## config.mk

```make
export PLATFORM = sky130hd
export DESIGN_NAME = timed_command_queue_core_flat
export DESIGN_NICKNAME = d
export VERILOG_FILES = /design/src/rtl/core/tcq_pkg.sv /design/src/rtl/core/tcq_req_if.sv /design/src/rtl/core/tcq_rsp_if.sv /design/src/rtl/core/timed_command_queue_core.sv /design/src/rtl/core/tcq_slot_ram.sv /design/src/rtl/core/tcq_sched.sv /design/src/flat_wrapper.sv
export SDC_FILE = /design/constraint.sdc
export NUM_CORES = 2
export LEC_CHECK = 0
export CORE_MARGIN = 5
export CORE_UTILIZATION = 45
export CTS_CLUSTER_SIZE = 28
export DETAILED_ROUTE_END_ITERATION = 10
export DONT_BUFFER_PORTS = 1
export PLACE_DENSITY = 0.59
export SKIP_CTS_REPAIR_TIMING = 1
export SLEW_MARGIN = 40
export SYNTH_ARGS = -nofsm -noshare
export SYNTH_HDL_FRONTEND = slang
export SYNTH_HIERARCHICAL = 1
export SYNTH_MEMORY_MAX_BITS = 65536
export SYNTH_SLANG_ARGS = --single-unit
export TNS_END_PERCENT = 1
```

## constraint.sdc

```tcl
create_clock -name clk -period 6.6 [get_ports clk]
set_input_delay 1.32 -clock clk [delete_from_list [all_inputs] [get_ports clk]]
set_output_delay 1.32 -clock clk [all_outputs]
set_load 0.01 [all_outputs]
```

## src/rtl/core/tcq_pkg.sv

```systemverilog
// Shared types, widths and codes for the timed command queue.
// Depends on nothing; every other file of the block imports it.
package tcq_pkg;

    // Default ring depth; one slot always stays unused.
    localparam int TCQ_QUEUE_SLOTS = 128;

    // Field widths fixed by the transaction format.
    localparam int REQ_W    = 2;
    localparam int CMD_W    = 8;
    localparam int TICKS_W  = 15;
    localparam int STEP_W   = 8;
    localparam int STATUS_W = 3;

    // Request codes.
    typedef enum logic [REQ_W-1:0] {
        REQ_PUSH    = 2'd0,
        REQ_TICK    = 2'd1,
        REQ_RELEASE = 2'd2
    } req_code_t;

    // Result status codes.
    typedef enum logic [STATUS_W-1:0] {
        ST_IDLE    = 3'd0,
        ST_SENT    = 3'd1,
        ST_BLOCKED = 3'd2,
        ST_PUSHED  = 3'd3,
        ST_FULL    = 3'd4
    } status_t;

    // One stored queue entry.
    typedef struct packed {
        logic [CMD_W-1:0]   cmd;
        logic [TICKS_W-1:0] wait_cnt;
        logic [TICKS_W-1:0] hold_cnt;
    } slot_t;

    // One request transaction as held in the input register.
    typedef struct packed {
        logic [REQ_W-1:0]  req_type;
        slot_t             slot;
        logic [STEP_W-1:0] ticks;
    } item_t;

    // One result transaction.
    typedef struct packed {
        status_t          status;
        logic [CMD_W-1:0] sent_byte;
    } result_t;

    // Countdown that stops at zero.
    function automatic logic [TICKS_W-1:0] sat_sub(input logic [TICKS_W-1:0] a,
                                                   input logic [STEP_W-1:0]  b);
        logic [TICKS_W-1:0] b_ext;
        b_ext = {{(TICKS_W-STEP_W){1'b0}}, b};
        return (a > b_ext) ? (a - b_ext) : '0;
    endfunction

endpackage

```

## src/rtl/core/tcq_req_if.sv

```systemverilog
// Request channel of the timed command queue: valid/ready plus payload.
// Depends on tcq_pkg for the field widths.
interface tcq_req_if;
    import tcq_pkg::*;

    logic                valid;
    logic                ready;
    logic [REQ_W-1:0]    req_type;
    logic [CMD_W-1:0]    cmd_byte;
    logic [TICKS_W-1:0]  wait_ticks;
    logic [TICKS_W-1:0]  hold_ticks;
    logic [STEP_W-1:0]   ticks_passed;

    modport source (
        output valid, req_type, cmd_byte, wait_ticks, hold_ticks, ticks_passed,
        input  ready
    );

    modport sink (
        input  valid, req_type, cmd_byte, wait_ticks, hold_ticks, ticks_passed,
        output ready
    );
endinterface

```

## src/rtl/core/tcq_rsp_if.sv

```systemverilog
// Result channel of the timed command queue: valid/ready plus payload.
// Depends on tcq_pkg for the field widths.
interface tcq_rsp_if;
    import tcq_pkg::*;

    logic                valid;
    logic                ready;
    logic [STATUS_W-1:0] status;
    logic [CMD_W-1:0]    sent_byte;

    modport source (
        output valid, status, sent_byte,
        input  ready
    );

    modport sink (
        input  valid, status, sent_byte,
        output ready
    );
endinterface

```

## src/rtl/core/timed_command_queue_core.sv

```systemverilog
// Timed command queue: the input register, a single pass of event logic
// with a registered slot-memory read and the result register lie between
// request and result; one transaction per cycle sustained while the
// result side does not stall. Asynchronous active-low reset empties the
// queue and clears the running hold; slot contents are not reset.
module timed_command_queue_core #(
    parameter int QUEUE_SLOTS = tcq_pkg::TCQ_QUEUE_SLOTS
) (
    input logic   clk,
    input logic   rst_n,
    tcq_req_if.sink   req,
    tcq_rsp_if.source rsp
);
    import tcq_pkg::*;

    logic    in_valid_reg;
    item_t   in_item_reg;
    logic    out_valid_reg;
    result_t out_res_reg;
    logic    advance;
    result_t step_res;

    // The input register moves on whenever the result register is free.
    assign advance   = in_valid_reg && (!out_valid_reg || rsp.ready);
    assign req.ready = !in_valid_reg || advance;

    // Handshake state.
    always_ff @(posedge clk or negedge rst_n)
    begin
        if (!rst_n)
        begin
            in_valid_reg  <= 1'b0;
            out_valid_reg <= 1'b0;
        end
        else
        begin
            if (req.valid && req.ready)
            begin
                in_valid_reg <= 1'b1;
            end
            else if (advance)
            begin
                in_valid_reg <= 1'b0;
            end
            if (advance)
            begin
                out_valid_reg <= 1'b1;
            end
            else if (rsp.ready)
            begin
                out_valid_reg <= 1'b0;
            end
        end
    end

    // Payload registers.
    always_ff @(posedge clk)
    begin
        if (req.valid && req.ready)
        begin
            in_item_reg.req_type      <= req.req_type;
            in_item_reg.slot.cmd      <= req.cmd_byte;
            in_item_reg.slot.wait_cnt <= req.wait_ticks;
            in_item_reg.slot.hold_cnt <= req.hold_ticks;
            in_item_reg.ticks         <= req.ticks_passed;
        end
        if (advance)
        begin
            out_res_reg <= step_res;
        end
    end

    tcq_sched #(
        .QUEUE_SLOTS (QUEUE_SLOTS)
    ) u_sched (
        .clk    (clk),
        .rst_n  (rst_n),
        .go     (advance),
        .item   (in_item_reg),
        .result (step_res)
    );

    assign rsp.valid     = out_valid_reg;
    assign rsp.status    = out_res_reg.status;
    assign rsp.sent_byte = out_res_reg.sent_byte;

`ifndef SYNTH
    // Only a sent command carries a byte.
    a_byte_only_when_sent: assert property (@(posedge clk) disable iff (!rst_n)
        (rsp.valid && (rsp.status != ST_SENT)) |-> (rsp.sent_byte == '0))
        else $error("sent_byte nonzero on a result that sent nothing");

    // A processed transaction shows up as a result on the next cycle.
    a_result_follows: assert property (@(posedge clk) disable iff (!rst_n)
        advance |=> rsp.valid)
        else $error("processed transaction produced no result");

    // A held request is not dropped while the result side stalls.
    a_request_kept: assert property (@(posedge clk) disable iff (!rst_n)
        (in_valid_reg && rsp.valid && !rsp.ready) |=> in_valid_reg)
        else $error("pending request lost during a result stall");
`endif
endmodule

```

## src/rtl/core/tcq_slot_ram.sv

```systemverilog
// Slot memory of the queue: one write port, one read port with registered data.
// A write to the address being read is forwarded into the read register.
// Depends on tcq_pkg for the slot type.
module tcq_slot_ram #(
    parameter int  DEPTH  = tcq_pkg::TCQ_QUEUE_SLOTS,
    localparam int ADDR_W = $clog2(DEPTH)
) (
    input  logic                clk,
    input  logic                we,
    input  logic [ADDR_W-1:0]   waddr,
    input  tcq_pkg::slot_t      wdata,
    input  logic [ADDR_W-1:0]   raddr,
    output tcq_pkg::slot_t      rdata
);
    import tcq_pkg::*;

    slot_t mem [DEPTH];

    // Write port.
    always_ff @(posedge clk)
    begin
        if (we)
        begin
            mem[waddr] <= wdata;
        end
    end

    // Registered read with write-through forwarding.
    always_ff @(posedge clk)
    begin
        if (we && (waddr == raddr))
        begin
            rdata <= wdata;
        end
        else
        begin
            rdata <= mem[raddr];
        end
    end
endmodule

```

## src/rtl/core/tcq_sched.sv

```systemverilog
// Queue state and per-transaction event logic: pointers, running hold and the
// head entry kept in registers, with the entry after the head prefetched.
// Depends on tcq_pkg and tcq_slot_ram.
module tcq_sched #(
    parameter int  QUEUE_SLOTS = tcq_pkg::TCQ_QUEUE_SLOTS,
    localparam int PTR_W       = $clog2(QUEUE_SLOTS)
) (
    input  logic             clk,
    input  logic             rst_n,
    input  logic             go,
    input  tcq_pkg::item_t   item,
    output tcq_pkg::result_t result
);
    import tcq_pkg::*;

    logic [PTR_W-1:0]   wr_ptr_reg, wr_ptr_next;
    logic [PTR_W-1:0]   rd_ptr_reg, rd_ptr_next;
    logic [TICKS_W-1:0] hold_left_reg, hold_left_next;
    slot_t              head_reg, head_next;

    logic               ram_we;
    logic [PTR_W-1:0]   ram_raddr;
    slot_t              ram_rdata;

    logic               empty;
    logic               full;
    logic [TICKS_W-1:0] hold_dec;
    logic [TICKS_W-1:0] wait_dec;

    // Ring pointer advance with wrap at the last slot.
    function automatic logic [PTR_W-1:0] ptr_inc(input logic [PTR_W-1:0] p);
        return (p == PTR_W'(QUEUE_SLOTS - 1)) ? '0 : p + 1'b1;
    endfunction

    assign empty    = (rd_ptr_reg == wr_ptr_reg);
    assign full     = (ptr_inc(wr_ptr_reg) == rd_ptr_reg);
    assign hold_dec = sat_sub(hold_left_reg, item.ticks);
    assign wait_dec = sat_sub(head_reg.wait_cnt, item.ticks);

    // Event decode and next-state logic.
    always_comb
    begin
        wr_ptr_next    = wr_ptr_reg;
        rd_ptr_next    = rd_ptr_reg;
        hold_left_next = hold_left_reg;
        head_next      = head_reg;
        ram_we         = 1'b0;
        result         = '{status: ST_IDLE, sent_byte: '0};
        if (go)
        begin
            case (req_code_t'(item.req_type))
                REQ_PUSH:
                begin
                    if (!full)
                    begin
                        ram_we        = 1'b1;
                        wr_ptr_next   = ptr_inc(wr_ptr_reg);
                        result.status = ST_PUSHED;
                        if (empty)
                        begin
                            head_next = item.slot;
                        end
                    end
                    else
                    begin
                        result.status = ST_FULL;
                    end
                end
                REQ_TICK:
                begin
                    if (hold_left_reg != '0)
                    begin
                        hold_left_next = hold_dec;
                    end
                    if ((hold_left_reg != '0) && (hold_dec != '0))
                    begin
                        result.status = ST_BLOCKED;
                    end
                    else if (!empty)
                    begin
                        head_next.wait_cnt = wait_dec;
                        if (wait_dec == '0)
                        begin
                            // Send the head and promote the prefetched entry.
                            hold_left_next   = head_reg.hold_cnt;
                            result.sent_byte = head_reg.cmd;
                            result.status    = ST_SENT;
                            rd_ptr_next      = ptr_inc(rd_ptr_reg);
                            head_next        = ram_rdata;
                        end
                    end
                end
                REQ_RELEASE:
                begin
                    hold_left_next = '0;
                end
                default:
                begin
                    result.status = ST_IDLE;
                end
            endcase
        end
    end

    // Keep the read register on the slot after the head.
    assign ram_raddr = ptr_inc(rd_ptr_next);

    // Control state.
    always_ff @(posedge clk or negedge rst_n)
    begin
        if (!rst_n)
        begin
            wr_ptr_reg    <= '0;
            rd_ptr_reg    <= '0;
            hold_left_reg <= '0;
        end
        else
        begin
            wr_ptr_reg    <= wr_ptr_next;
            rd_ptr_reg    <= rd_ptr_next;
            hold_left_reg <= hold_left_next;
        end
    end

    // Head entry payload.
    always_ff @(posedge clk)
    begin
        head_reg <= head_next;
    end

    tcq_slot_ram #(
        .DEPTH (QUEUE_SLOTS)
    ) u_slot_ram (
        .clk   (clk),
        .we    (ram_we),
        .waddr (wr_ptr_reg),
        .wdata (item.slot),
        .raddr (ram_raddr),
        .rdata (ram_rdata)
    );
endmodule
```

## src/flat_wrapper.sv

```systemverilog
// flat-port wrapper written by rule: the top's interface ports become plain ports
module timed_command_queue_core_flat import tcq_pkg::*;
#(
    parameter int QUEUE_SLOTS = tcq_pkg::TCQ_QUEUE_SLOTS
)
  (clk, rst_n, req_valid, req_req_type, req_cmd_byte, req_wait_ticks, req_hold_ticks, req_ticks_passed, req_ready, rsp_valid, rsp_status, rsp_sent_byte, rsp_ready);
  tcq_req_if req_i ();
  tcq_rsp_if rsp_i ();
  input logic clk;
  input logic rst_n;
  input wire logic [$bits(req_i.valid)-1:0] req_valid;
  input wire logic [$bits(req_i.req_type)-1:0] req_req_type;
  input wire logic [$bits(req_i.cmd_byte)-1:0] req_cmd_byte;
  input wire logic [$bits(req_i.wait_ticks)-1:0] req_wait_ticks;
  input wire logic [$bits(req_i.hold_ticks)-1:0] req_hold_ticks;
  input wire logic [$bits(req_i.ticks_passed)-1:0] req_ticks_passed;
  output wire logic [$bits(req_i.ready)-1:0] req_ready;
  output wire logic [$bits(rsp_i.valid)-1:0] rsp_valid;
  output wire logic [$bits(rsp_i.status)-1:0] rsp_status;
  output wire logic [$bits(rsp_i.sent_byte)-1:0] rsp_sent_byte;
  input wire logic [$bits(rsp_i.ready)-1:0] rsp_ready;
  assign req_i.valid = req_valid;
  assign req_i.req_type = req_req_type;
  assign req_i.cmd_byte = req_cmd_byte;
  assign req_i.wait_ticks = req_wait_ticks;
  assign req_i.hold_ticks = req_hold_ticks;
  assign req_i.ticks_passed = req_ticks_passed;
  assign req_ready = req_i.ready;
  assign rsp_valid = rsp_i.valid;
  assign rsp_status = rsp_i.status;
  assign rsp_sent_byte = rsp_i.sent_byte;
  assign rsp_i.ready = rsp_ready;
  timed_command_queue_core #(.QUEUE_SLOTS(QUEUE_SLOTS)) u_core (.clk(clk), .rst_n(rst_n), .req(req_i), .rsp(rsp_i));
endmodule
```

==> impl_metrics.env <==
export IMPL_outcome="complete, but fails checks"
export IMPL_violations="antenna rules"
export IMPL_worstPathArrival_ns=6.25
export IMPL_dr_total_vias=88800
export IMPL_tightest_slew_ns=0.904
export IMPL_io_pins=65
export IMPL_gp_congestion=0.927
export IMPL_synth_warnings=6
export IMPL_report_final_slew_viol_count=0
export IMPL_dr_pass1_iters=7
export IMPL_fin_cells=14400
export IMPL_period_share=0.854
export IMPL_top_usage_layer="met2"
export IMPL_stdcell_area_um2=220000
export IMPL_fmax_mhz=177
export IMPL_grt_pass1_vias=89400
export IMPL_period_needed_ns=5.64
export IMPL_area_growth_syn_to_layout_pct=14.4
export IMPL_nets=8318
export IMPL_grt_pass1_wl_um=712000
export IMPL_core_area_um2=424000
export IMPL_grtUsageMet3=0.0424
export IMPL_clock_sink_count=4999
export IMPL_yosysSeqAreaShare=0.781
export IMPL_vdd_drop_max_v=0.000252
export IMPL_slew_headroom=0.397
export IMPL_final_common_cell="edfxtp_1"
export IMPL_power_internal_mw=51.5
export IMPL_grt_start_max_net_pins=105
export IMPL_synth_edff_count=4961
export IMPL_dp_slack_ns=1.14
export IMPL_netlist_area_um2=192000
export IMPL_ant_nets=1
export IMPL_io_buffers=0
export IMPL_h_tree_depth=5
export IMPL_clockBufferDepth=4
export IMPL_placementRows=239
export IMPL_dieHeight_um=663
export IMPL_synth_nets=7809
export IMPL_worstSetupStartpointType="flip-flop"
export IMPL_seq_power_share=0.543
export IMPL_power_mw=65.0
export IMPL_fillers=32100
export IMPL_power_density_nw_per_um2=296
export IMPL_cpPeakStageDelay_ns=0.76
export IMPL_worstSetupPathType="reg -> reg"
export IMPL_hold_viol_final=0
export IMPL_power_leakage_nw=67.1
export IMPL_drt_total_wl_um=508000
export IMPL_postSynthAreaPerCell_um2=24.8
export IMPL_final_setup_tns_ns=0
export IMPL_cts_made_buffers=482
export IMPL_path_max_fanout=20
export IMPL_met1_usage=0.334
export IMPL_initial_core_util=0.452
export IMPL_placed_area_um2=203000
export IMPL_drt_vias_per_instance=6.18
export IMPL_netSwitchingFraction=0.207
export IMPL_clk_latency_ns=1.00
export IMPL_yosysUniqueCellTypes=74
export IMPL_path_clk_slew_ns=0.06
export IMPL_grtUsageMet2=0.357
export IMPL_synthFlopType="edfxtp_1"
export IMPL_p_comb_frac=0.031
export IMPL_async_flop_share=0.00620
export IMPL_final_cell_mix="edfxtp_1 (4961), mux4_2 (1596), clkbuf_16 (489), buf_4 (271), nor2_4 (119)"
export IMPL_crit_chain="ha_1 -> nand3_1 -> nor2_1 -> and2_1 -> nor2_1 -> xnor2_1 -> nand4_1 -> nand3_1 -> inv_1 -> nor2b_1 -> nand2_1 -> buf_4 -> nor2_4 -> buf_4"
export IMPL_antenna_found_initial=81
export IMPL_clock_root_buffer="clkbuf_16"
export IMPL_drv_cap=0
export IMPL_die_x_um=663
export IMPL_hpwl_um=311000
export IMPL_syn_inst=7732
export IMPL_setup_ws_ns=0.960
export IMPL_setup_viol=0
export IMPL_clock_skew_ns=0.0523
export IMPL_cts_tree="done"
export IMPL_grt_overflow=0
export IMPL_crit_slowest_cell="nor2_4"
export IMPL_ys_ff_latch=4999
export IMPL_drt_iter0_drc=11000
export IMPL_cp_required_ns=7.21
export IMPL_track_usage=0.229
export IMPL_cp_end_kind="flip-flop"
export IMPL_drc=0
export IMPL_p_switching_mw=13.5
export IMPL_rsz0062_at_grt="false"
export IMPL_largest_reg_flops=4864
export IMPL_drive_gt1_frac=0.340
export IMPL_clockPowerShare=0.426
export IMPL_hold_path_class="in -> async"
export IMPL_dieArea_um2=440000
export IMPL_avgRoutedWirePerCell_um=35.3
export IMPL_place_inst=13400
routing by layer:
metal  share of wire  vias up
li1                -    34800
met1            0.41    49200
met2            0.47     4132
met3           0.086      685
met4           0.031        8
met5         0.00010        -
final cells by class:
| type | count | area, µm² | area share |
|---|---|---|---|
| sequential | 4999 | 150000 | 0.683 |
| multi-input combinational | 2282 | 41300 | 0.188 |
| clock buffer | 595 | 12600 | 0.0576 |
| tap | 5663 | 7090 | 0.0323 |
| timing repair buffer | 433 | 5170 | 0.0235 |
| clock inverter | 310 | 3180 | 0.0145 |
| inverter | 43 | 161 | 0.000735 |
| antenna | 51 | 128 | 0.000581 |
logic make-up (layout without fill, tap and decap cells):
kind of cell               Yosys count  count (layout)  synth area share
xor gates and xnor gates            30              30           0.00137
DFF                               4999            4999             0.781
adders and majority gates           25              25           0.00171
other                                0              51                 0
AOI/OAI and AO/OA                  198             198           0.00706
and+or+nand+nor                    394             394           0.00972
buffers and inverters              451            1381           0.00936
muxes                             1635            1635             0.190
per-stage QoR:
| stage | utilization | hold slack, ns |
|---|---|---|
| 2_1_floorplan | - | 0.462 |
| 3_3_place_gp | 0.475 | 0.500 |
| 3_5_place_dp | 0.479 | 0.518 |
| 4_1_cts | 0.516 | -0.0731 |
| 5_1_grt | 0.517 | 0.100 |
| 6_report | 0.517 | 0.152 |
critical path: cells and delay by family, from the launching register on:
kind,cells,cell delay [ns]
buf+inv,3,1.30
xor+xnor,1,0.14
flops,1,0.63
fa+ha+maj,1,0.32
simple gates,9,2.79
final timing paths:
path                                                           from                                        endpoint  slack [ns]  cells after the start
min                                                           rst_n                 u_core/in_valid_reg$_DFFE_PN0P_        0.15                      1
min in group clk                                 req_wait_ticks[10]                u_core/in_item_reg[33]$_DFFE_PP_        0.42                      0
max in group asynchronous                                     rst_n          u_core/u_sched/rd_ptr_reg[6]$_DFF_PN0_        6.16                      1
min reg2reg                   u_core/u_sched/head_reg[34]$_DFFE_PP_               u_core/rsp.sent_byte[4]$_DFFE_PP_        0.53                      1
max                        u_core/u_sched/wr_ptr_reg[1]$_DFFE_PN0P_  u_core/u_sched/u_slot_ram/mem[16][4]$_DFFE_PP_        0.96                     14
max reg2reg                u_core/u_sched/wr_ptr_reg[1]$_DFFE_PN0P_  u_core/u_sched/u_slot_ram/mem[16][4]$_DFFE_PP_        0.96                     14
cell usage after synthesis (all sizes together) (16+ instances only):
library cell  number  area [µm²]
nand2             56         210
ha                23         288
nand3             50         255
dfrtp             31         776
xor2              16         140
edfxtp          4961      149000
clkbuf           251         945
and2              17         109
a21oi             36         180
inv               43         161
nor3              20         100
nor2             172         646
buf              157         691
mux4            1596       35900
o21ai             60         300
mux2              38         428
power groups by stage:
stage                     Sequential, mW  Clock [mW]  Combinational, mW
after detailed placement            35.9           0               1.99
after CTS                           35.3        28.2               1.99
after floorplan                     36.2           0              0.785
after global routing                35.2        29.6               2.16
final                               35.3        27.7               2.03
after global placement              35.9           0               1.94
(Power assumes the default switching activity.)
